## config.mk

```make
export PLATFORM = sky130hd
export DESIGN_NAME = mail_header_field_parser_top
export DESIGN_NICKNAME = d
export VERILOG_FILES = /design/src/rtl/mhfp_pkg.sv /design/src/rtl/mail_header_field_parser_top.sv /design/src/rtl/mhfp_front.sv /design/src/rtl/mhfp_queue.sv /design/src/rtl/mhfp_back.sv
export SDC_FILE = /design/constraint.sdc
export NUM_CORES = 1
export LEC_CHECK = 0
export BUFFER_PORTS_ARGS = -buffer_cell sky130_fd_sc_hd__buf_4
export CORE_MARGIN = 2
export CORE_UTILIZATION = 39
export CTS_BUF_LIST = sky130_fd_sc_hd__clkbuf_4
export DETAILED_ROUTE_END_ITERATION = 7
export GPL_ROUTABILITY_DRIVEN = 0
export GPL_TIMING_DRIVEN = 0
export PLACE_DENSITY_LB_ADDON = 0.3
export SYNTH_ARGS = -nofsm -noshare
export SYNTH_HDL_FRONTEND = slang
export SYNTH_SLANG_ARGS = --single-unit
export TNS_END_PERCENT = 30
```

## constraint.sdc

```tcl
create_clock -name clk -period 11.3 [get_ports clk]
set_input_delay 3.39 -clock clk [delete_from_list [all_inputs] [get_ports clk]]
set_output_delay 3.39 -clock clk [all_outputs]
set_load 0.05 [all_outputs]
```

## src/rtl/mhfp_pkg.sv

```systemverilog
// Package: shared types, codes and helpers for the mail header field parser.
`timescale 1ns / 1ps
package mhfp_pkg;

  localparam int QUEUE_DEPTH_DEF = 4;

  // result kinds
  localparam logic [2:0] K_NAME   = 3'd0;
  localparam logic [2:0] K_VALUE  = 3'd1;
  localparam logic [2:0] K_FIELD  = 3'd2;
  localparam logic [2:0] K_HEADER = 3'd3;
  localparam logic [2:0] K_ERROR  = 3'd4;

  // parser phases
  localparam logic [2:0] PH_START    = 3'd0;
  localparam logic [2:0] PH_LINE     = 3'd1;
  localparam logic [2:0] PH_AFTER_NL = 3'd2;
  localparam logic [2:0] PH_WS_RUN   = 3'd3;
  localparam logic [2:0] PH_SKIP     = 3'd4;

  localparam logic [7:0] CH_NUL   = 8'h00;
  localparam logic [7:0] CH_TAB   = 8'h09;
  localparam logic [7:0] CH_NL    = 8'h0A;
  localparam logic [7:0] CH_SPACE = 8'h20;
  localparam logic [7:0] CH_COLON = 8'h3A;

  // up to three results caused by one input byte
  typedef struct packed {
    logic [1:0]       cnt;
    logic [2:0][2:0]  kind;
    logic [2:0][7:0]  data;
  } bundle_t;

  typedef struct packed {
    logic       emit;
    logic [2:0] kind;
    logic [7:0] data;
    logic       in_value;
    logic       value_started;
  } content_t;

  function automatic logic is_blank(input logic [7:0] c);
    return (c == CH_SPACE) || (c == CH_TAB);
  endfunction

  // one content byte: name byte, colon, or value byte
  function automatic content_t content_f(input logic iv, input logic vs,
                                         input logic [7:0] c);
    content_t r;
    r.emit          = 1'b0;
    r.kind          = K_NAME;
    r.data          = c;
    r.in_value      = iv;
    r.value_started = vs;
    if (!iv) begin
      if (c == CH_COLON) begin
        r.in_value = 1'b1;
      end else begin
        r.emit = 1'b1;
      end
    end else if (vs || !is_blank(c)) begin
      r.value_started = 1'b1;
      r.emit          = 1'b1;
      r.kind          = K_VALUE;
    end
    return r;
  endfunction

endpackage

```

## src/rtl/mail_header_field_parser_top.sv

```systemverilog
// Top level of the mail header field parser: front end, bundle queue, back end.
`timescale 1ns / 1ps
// A taken byte's results are registered in the queue and sent after all earlier words.
// Throughput: one byte per cycle while the queue has room; the output sends one word
//   per cycle while m_tready is high; a byte with k results (k = 0..3) gives k words.
// The queue depth (QUEUE_DEPTH bundles) sets how far the input may run ahead.
// Reset (rst, synchronous, active high) empties the queue and returns the parser to
//   line start with no field open.
module mail_header_field_parser_top import mhfp_pkg::*; #(
  parameter int QUEUE_DEPTH = QUEUE_DEPTH_DEF
) (
  input  logic        clk,
  input  logic        rst,
  input  logic        s_tvalid,
  output logic        s_tready,
  input  logic [7:0]  s_tdata,   // [7:0] in_byte
  output logic        m_tvalid,
  input  logic        m_tready,
  output logic [15:0] m_tdata,   // [2:0] out_kind, [10:3] out_byte, [15:11] zero
  output logic        m_tlast    // final word caused by one input byte
);

  bundle_t    fr_bundle;
  bundle_t    head;
  logic       q_full, q_empty, q_pop, accept;
  logic [2:0] out_kind;
  logic [7:0] out_byte;

  // a byte is taken whenever the queue has a free slot; bytes with no result
  // only update parse state and push nothing
  assign s_tready = !q_full;
  assign accept   = s_tvalid && s_tready;

  mhfp_front u_front (
    .clk     (clk),
    .rst     (rst),
    .accept  (accept),
    .in_byte (s_tdata),
    .bundle  (fr_bundle)
  );

  mhfp_queue #(.DEPTH(QUEUE_DEPTH)) u_queue (
    .clk       (clk),
    .rst       (rst),
    .push      (accept && (fr_bundle.cnt != 2'd0)),
    .push_data (fr_bundle),
    .pop       (q_pop),
    .full      (q_full),
    .empty     (q_empty),
    .head      (head)
  );

  mhfp_back u_back (
    .clk      (clk),
    .rst      (rst),
    .empty    (q_empty),
    .head     (head),
    .pop      (q_pop),
    .m_tvalid (m_tvalid),
    .m_tready (m_tready),
    .out_kind (out_kind),
    .out_byte (out_byte),
    .m_tlast  (m_tlast)
  );

  assign m_tdata = {5'd0, out_byte, out_kind};

endmodule

```

## src/rtl/mhfp_front.sv

```systemverilog
// Front end: takes one byte a cycle on accept, updates parse state, builds a bundle.
`timescale 1ns / 1ps
module mhfp_front import mhfp_pkg::*; (
  input  logic          clk,
  input  logic          rst,
  input  logic          accept,
  input  logic [7:0]    in_byte,
  output bundle_t       bundle
);

  logic [2:0] phase, phase_next;
  logic       in_value, in_value_next;
  logic       value_started, value_started_next;
  logic [7:0] held_blank, held_blank_next;

  always_comb begin
    content_t   cr;
    logic [1:0] n;
    logic       ok;
    logic [7:0] c;
    c                  = in_byte;
    phase_next         = phase;
    in_value_next      = in_value;
    value_started_next = value_started;
    held_blank_next    = held_blank;
    n                  = 2'd0;
    ok                 = 1'b0;
    cr                 = '0;
    bundle             = '0;
    case (phase)
      PH_START: begin
        if (c == CH_NUL) begin
          bundle.kind[n] = K_HEADER; n = n + 2'd1;
        end else if (c == CH_NL) begin
          bundle.kind[n] = K_HEADER; n = n + 2'd1;
          phase_next = PH_SKIP;
        end else if (is_blank(c)) begin
          held_blank_next = c;
          phase_next      = PH_WS_RUN;
        end else begin
          cr = content_f(in_value_next, value_started_next, c);
          in_value_next = cr.in_value; value_started_next = cr.value_started;
          if (cr.emit) begin
            bundle.kind[n] = cr.kind; bundle.data[n] = cr.data; n = n + 2'd1;
          end
          phase_next = PH_LINE;
        end
      end
      PH_LINE: begin
        if (c == CH_NUL) begin
          ok = in_value_next;
          bundle.kind[n] = ok ? K_FIELD : K_ERROR; n = n + 2'd1;
          if (ok) begin
            bundle.kind[n] = K_HEADER; n = n + 2'd1;
          end
          in_value_next = 1'b0; value_started_next = 1'b0;
          phase_next = PH_START;
        end else if (c == CH_NL) begin
          phase_next = PH_AFTER_NL;
        end else begin
          cr = content_f(in_value_next, value_started_next, c);
          in_value_next = cr.in_value; value_started_next = cr.value_started;
          if (cr.emit) begin
            bundle.kind[n] = cr.kind; bundle.data[n] = cr.data; n = n + 2'd1;
          end
        end
      end
      PH_AFTER_NL: begin
        if (is_blank(c)) begin
          held_blank_next = c;
          phase_next      = PH_WS_RUN;
        end else begin
          // field ends here: the byte is not a continuation
          ok = in_value_next;
          bundle.kind[n] = ok ? K_FIELD : K_ERROR; n = n + 2'd1;
          in_value_next = 1'b0; value_started_next = 1'b0;
          if (!ok) begin
            phase_next = (c == CH_NUL) ? PH_START : PH_SKIP;
          end else if (c == CH_NUL) begin
            bundle.kind[n] = K_HEADER; n = n + 2'd1;
            phase_next = PH_START;
          end else if (c == CH_NL) begin
            bundle.kind[n] = K_HEADER; n = n + 2'd1;
            phase_next = PH_SKIP;
          end else begin
            cr = content_f(in_value_next, value_started_next, c);
            in_value_next = cr.in_value; value_started_next = cr.value_started;
            if (cr.emit) begin
              bundle.kind[n] = cr.kind; bundle.data[n] = cr.data; n = n + 2'd1;
            end
            phase_next = PH_LINE;
          end
        end
      end
      PH_WS_RUN: begin
        if (is_blank(c)) begin
          held_blank_next = c;
        end else begin
          // the run collapses to its last blank
          cr = content_f(in_value_next, value_started_next, held_blank);
          in_value_next = cr.in_value; value_started_next = cr.value_started;
          if (cr.emit) begin
            bundle.kind[n] = cr.kind; bundle.data[n] = cr.data; n = n + 2'd1;
          end
          if (c == CH_NUL) begin
            ok = in_value_next;
            bundle.kind[n] = ok ? K_FIELD : K_ERROR; n = n + 2'd1;
            if (ok) begin
              bundle.kind[n] = K_HEADER; n = n + 2'd1;
            end
            in_value_next = 1'b0; value_started_next = 1'b0;
            phase_next = PH_START;
          end else if (c == CH_NL) begin
            phase_next = PH_AFTER_NL;
          end else begin
            cr = content_f(in_value_next, value_started_next, c);
            in_value_next = cr.in_value; value_started_next = cr.value_started;
            if (cr.emit) begin
              bundle.kind[n] = cr.kind; bundle.data[n] = cr.data; n = n + 2'd1;
            end
            phase_next = PH_LINE;
          end
        end
      end
      default: begin
        // skipping body or bad field until end of text
        if (c == CH_NUL) begin
          phase_next = PH_START;
        end
      end
    endcase
    bundle.cnt = n;
  end

  always_ff @(posedge clk) begin
    if (rst) begin
      phase         <= PH_START;
      in_value      <= 1'b0;
      value_started <= 1'b0;
      held_blank    <= 8'd0;
    end else if (accept) begin
      phase         <= phase_next;
      in_value      <= in_value_next;
      value_started <= value_started_next;
      held_blank    <= held_blank_next;
    end
  end

endmodule

```

## src/rtl/mhfp_queue.sv

```systemverilog
// Short bundle queue between parser front end and output back end.
`timescale 1ns / 1ps
module mhfp_queue import mhfp_pkg::*; #(
  parameter int DEPTH = QUEUE_DEPTH_DEF
) (
  input  logic    clk,
  input  logic    rst,
  input  logic    push,
  input  bundle_t push_data,
  input  logic    pop,
  output logic    full,
  output logic    empty,
  output bundle_t head
);

  localparam int PW = (DEPTH > 1) ? $clog2(DEPTH) : 1;
  localparam int CW = $clog2(DEPTH + 1);

  bundle_t        mem [DEPTH];
  logic [PW-1:0]  wr_ptr, rd_ptr;
  logic [CW-1:0]  count;

  assign full  = (count == CW'(DEPTH));
  assign empty = (count == '0);
  assign head  = mem[rd_ptr];

  always_ff @(posedge clk) begin
    if (push) begin
      mem[wr_ptr] <= push_data;
    end
  end

  always_ff @(posedge clk) begin
    if (rst) begin
      wr_ptr <= '0;
      rd_ptr <= '0;
      count  <= '0;
    end else begin
      if (push) begin
        wr_ptr <= (wr_ptr == PW'(DEPTH - 1)) ? '0 : wr_ptr + 1'b1;
      end
      if (pop) begin
        rd_ptr <= (rd_ptr == PW'(DEPTH - 1)) ? '0 : rd_ptr + 1'b1;
      end
      if (push && !pop) begin
        count <= count + 1'b1;
      end else if (pop && !push) begin
        count <= count - 1'b1;
      end
    end
  end

endmodule

```

## src/rtl/mhfp_back.sv

```systemverilog
// Back end: walks the head bundle, one result word per ready cycle.
`timescale 1ns / 1ps
module mhfp_back import mhfp_pkg::*; (
  input  logic     clk,
  input  logic     rst,
  input  logic     empty,
  input  bundle_t  head,
  output logic     pop,
  output logic     m_tvalid,
  input  logic     m_tready,
  output logic [2:0] out_kind,
  output logic [7:0] out_byte,
  output logic     m_tlast
);

  logic [1:0] idx;

  assign m_tvalid = !empty;
  assign out_kind = head.kind[idx];
  assign out_byte = head.data[idx];
  assign m_tlast  = (idx == head.cnt - 2'd1);
  assign pop      = m_tvalid && m_tready && m_tlast;

  always_ff @(posedge clk) begin
    if (rst) begin
      idx <= 2'd0;
    end else if (m_tvalid && m_tready) begin
      idx <= m_tlast ? 2'd0 : idx + 2'd1;
    end
  end

endmodule

```

==> summary.md <==
| Metric | Value |
|---|---|
| Port buffer count | 22 |
| Hold Path Class | flop to flop |
| Initial Util | 0.402 |
| Vias in the first global route | approximately 3600 |
| Finished Core Util | 0.449 |
| Hold Violations, Final | 0 |
| Std-Cell Rows | between 40 and 50 |
| Setup CP Type | input port to flop |
| Root Driver | clkbuf_4 |
| CP Cell Sequence | buf_4 -> clkbuf_1 -> nand3b_1 -> a2111o_1 -> clkbuf_1 -> nor4_1 -> a21oi_1 -> ha_1 -> o211a_1 -> a2bb2oi_2 -> a31oi_4 -> ha_1 -> inv_1 -> fa_1 -> xor2_1 -> or3_1 -> a21oi_1 |
| Number of nets with antenna violations after routing | 0 |
| Crit path setup slack, layout | 4520 ps |
| Post-CTS Resized | 0 |
| Final Hold Slack | around 500 ps |
| Clk_lat worst skew | 510 ps |
| DP Wirelength | 8480 µm |
| Routed Wire Length | 12300 µm |
| Fin crit share | 0.600 |
| Max-slew violation count | 0 |
| PD cells | slightly above 200 nW/µm² |
| Number of synthesized flops with an enable pin | 100 |
| DR pass1 iterations | 5 |
| Crit-path leading delay family | compound AO/OA/AOI/OAI gates |
| DRC | 0 |
| Largest net degree at the start of global routing | 26 |
| P_leak | around 2.2 nW |
| Post-CTS setup buffers | 0 |
| Clock skew | 15.9 ps |
| Setup TNS | 0 ps |
| Mapped Cells | 421 |
| TritonCTS Buffers | 17 |
| Total number of vias | between 3000 and 4000 |
| Start point of the worst hold path | u_front.held_blank[6] |
| Crit path time final | ~6800 ps |
| R2R depth | 15 |
| Count of final setup violators | 0 |
| Synth async-reset ratio | 0 |
| Congestion Overflow GR | 0 |
| Critical Path End Type | flop |
| Reg-to-Reg Start | u_front.held_blank[0] |
| Initial antenna violation count | 1 |
| Reg2Reg Capture Point | u_queue.count[2] |
| Max Clock Freq | around 0.15 GHz |
| Unique cell type count in the Yosys netlist | 65 |
| Status | complete, no violations |
| Max-Cap Viols | 0 |
| First-pass GRT wire length | 19700 µm |
| Via density | 5.54 |
| # clock sinks | approximately 120 |
| Primary FF master, synth | edfxtp_1 |
| Most frequent cells in the layout | edfxtp_1, nor2_1, buf_4 |
| WHS Path Cells | 1 |
| Pre-CTS setup slack | about 4000 ps |
| GRT Util Overall | 0.163 |
| Worst Setup Start Kind | input port |
| VDD IR-drop max | approximately 0.000065 V |
| Flip-flop and latch count after synthesis | between 100 and 150 |
| Drt wl/cell | around 19 µm |
| Core area | roughly 15000 µm² |
| Sequential share of the synthesized area | 0.594 |
| Worst path required time | between 10000 and 15000 ps |
| CTS Hold Bufs | 0 |
| Die Wd | ~130 µm |
| Worst hold path endpoint | u_front.held_blank[6] |
| Critical Path Max Stage Delay | roughly 450 ps |
| CTS Buffer Depth | 2 |
| Top fanout value on the critical path | 10 |
| Area delta synth->final | 11.8% |
| Synth warn | 0 |
| Leading cell type in the layout, fill and taps excluded | edfxtp_1 |
| Ports | 31 |
| Total Die Area | 16000 µm² |
| DIE HEIGHT | approximately 130 µm |
| Max-slew headroom | 0.301 |
| H-Tree Depth | 4 |
| Reg2Reg Setup Slack | just over 7000 ps |
| Crit path DAT | 7230 ps |
| Avg Cell Area, Syn | about 14 µm² |
| Layout cells sized above 1 | 0.238 |
| RSZ-0062 raised after global routing | no |
| Measured slew at the worst slew-check pin | ~1000 ps |
| First-iteration detailed-routing DRC count | ~430 |
| Fin nets | 486 |
| Buf+Inv Stages, Crit Path | 4 |
| Final Instance Count excl. Fillers | between 600 and 700 |
| Placed insts | between 600 and 700 |
| Critical path's slowest cell | a2111o_1 |
| CTS tree | done |
| Cell Area, Synth | 5860 µm² |
| Worst-path clk slew | between 100 and 150 ps |
-- per-layer routing --
layer	part of all wire	track usage	vias up
met3	0.045	0.0350	22
met2	0.49	0.265	119
li1	-	-	1720
met1	0.44	0.213	1812
met5	0	0	-
met4	0.019	0.0640	0
-- synth_stat cells, types with 4 or more instances --
cell type	n	area (µm²)
buf_1	4	15.0
clkbuf_1	11	41.3
or3_1	8	50.1
nor3_1	8	40.0
a22o_1	8	70.1
inv_1	8	30.0
a31oi_1	4	25.0
mux2i_1	20	200
nand3_1	4	20.0
edfxtp_1	100	3000
dfxtp_1	24	480
and2_1	13	81.3
buf_4	5	37.5
nand2b_1	7	43.8
a21oi_1	16	80.1
nand2_1	20	75.1
and2_2	7	52.6
ha_1	7	87.6
o22ai_1	4	25.0
mux4_2	24	541
nor2_1	39	146
nand3b_1	4	30.0
o21ai_0	11	55.1
a211oi_1	5	37.5
nor4_1	4	25.0
-- worst reg2reg max path: stages (launching register included) --
cell and delay [ps]:
dfxtp_1 380, or3b_2 490, a211oi_1 580, nor2_1 150, nor4_1 290, a21oi_1 70, ha_1 320, o211a_1 160
a2bb2oi_2 90, a31oi_4 240, ha_1 230, inv_1 70, fa_1 430, xor2_1 180, or3_1 320, a21oi_1 150
-- report_power, final --
part / switching [mW] / total [mW] / internal, mW
combinational: 0.289 / 0.455 / 0.166
clock: 0.168 / 0.298 / 0.130
sequential: 0.0196 / 0.580 / 0.561
total: 0.477 / 1.33 / 0.857
-- area by class of cell --
type	count	area (µm²)
inverters	8	30.0
fillers	1309	8040
flip-flops and latches	124	3480
clock buffers	17	128
repair buffers	22	165
well taps	184	230
diodes	1	2.50
clock inverters	14	149
multi-input cells	265	2200
plain buffers	28	166
-- flip-flops by register name (all words and copies together), names as in the netlist, named ones only --
signal                 count
u_front.held_blank         8
u_queue.wr_ptr             2
u_front.phase              3
u_queue.count              3
u_front.value_started      1
u_back.idx                 2
u_queue.rd_ptr             2
u_front.in_value           1
u_queue.mem              100
-- worst max-delay path by stage --
stage	start	endpoint	slack, ps	cells after the start
global route	s_tdata[0]	u_queue.count[2]	4220	17
floorplan	s_tdata[3]	u_queue.count[2]	4420	16
detailed placement	s_tdata[0]	u_queue.count[2]	4020	17
CTS	s_tdata[0]	u_queue.count[2]	4580	17
global placement	s_tdata[0]	u_queue.count[2]	4110	17
finish	s_tdata[0]	u_queue.count[2]	4520	17
-- stage by stage --
step                cell area, µm²  total power, mW
global placement              6270             1.04
CTS                           6550             1.35
floorplan                     5880            0.929
detailed placement            6270             1.05
global route                  6550             1.40
finish                        6550             1.33
-- cell families after synthesis --
group	Yosys count	share of synthesized area
multiplexers	46	0.131
buffers and inverters	36	0.0335
AND/OR/NAND/NOR	133	0.125
AO/OA/AOI/OAI	69	0.0916
adder cells (fa/ha/maj)	8	0.0184
XOR/XNOR	4	0.00598
other	1	0.000640
flip-flops	124	0.594
(Power assumes the default switching activity.)
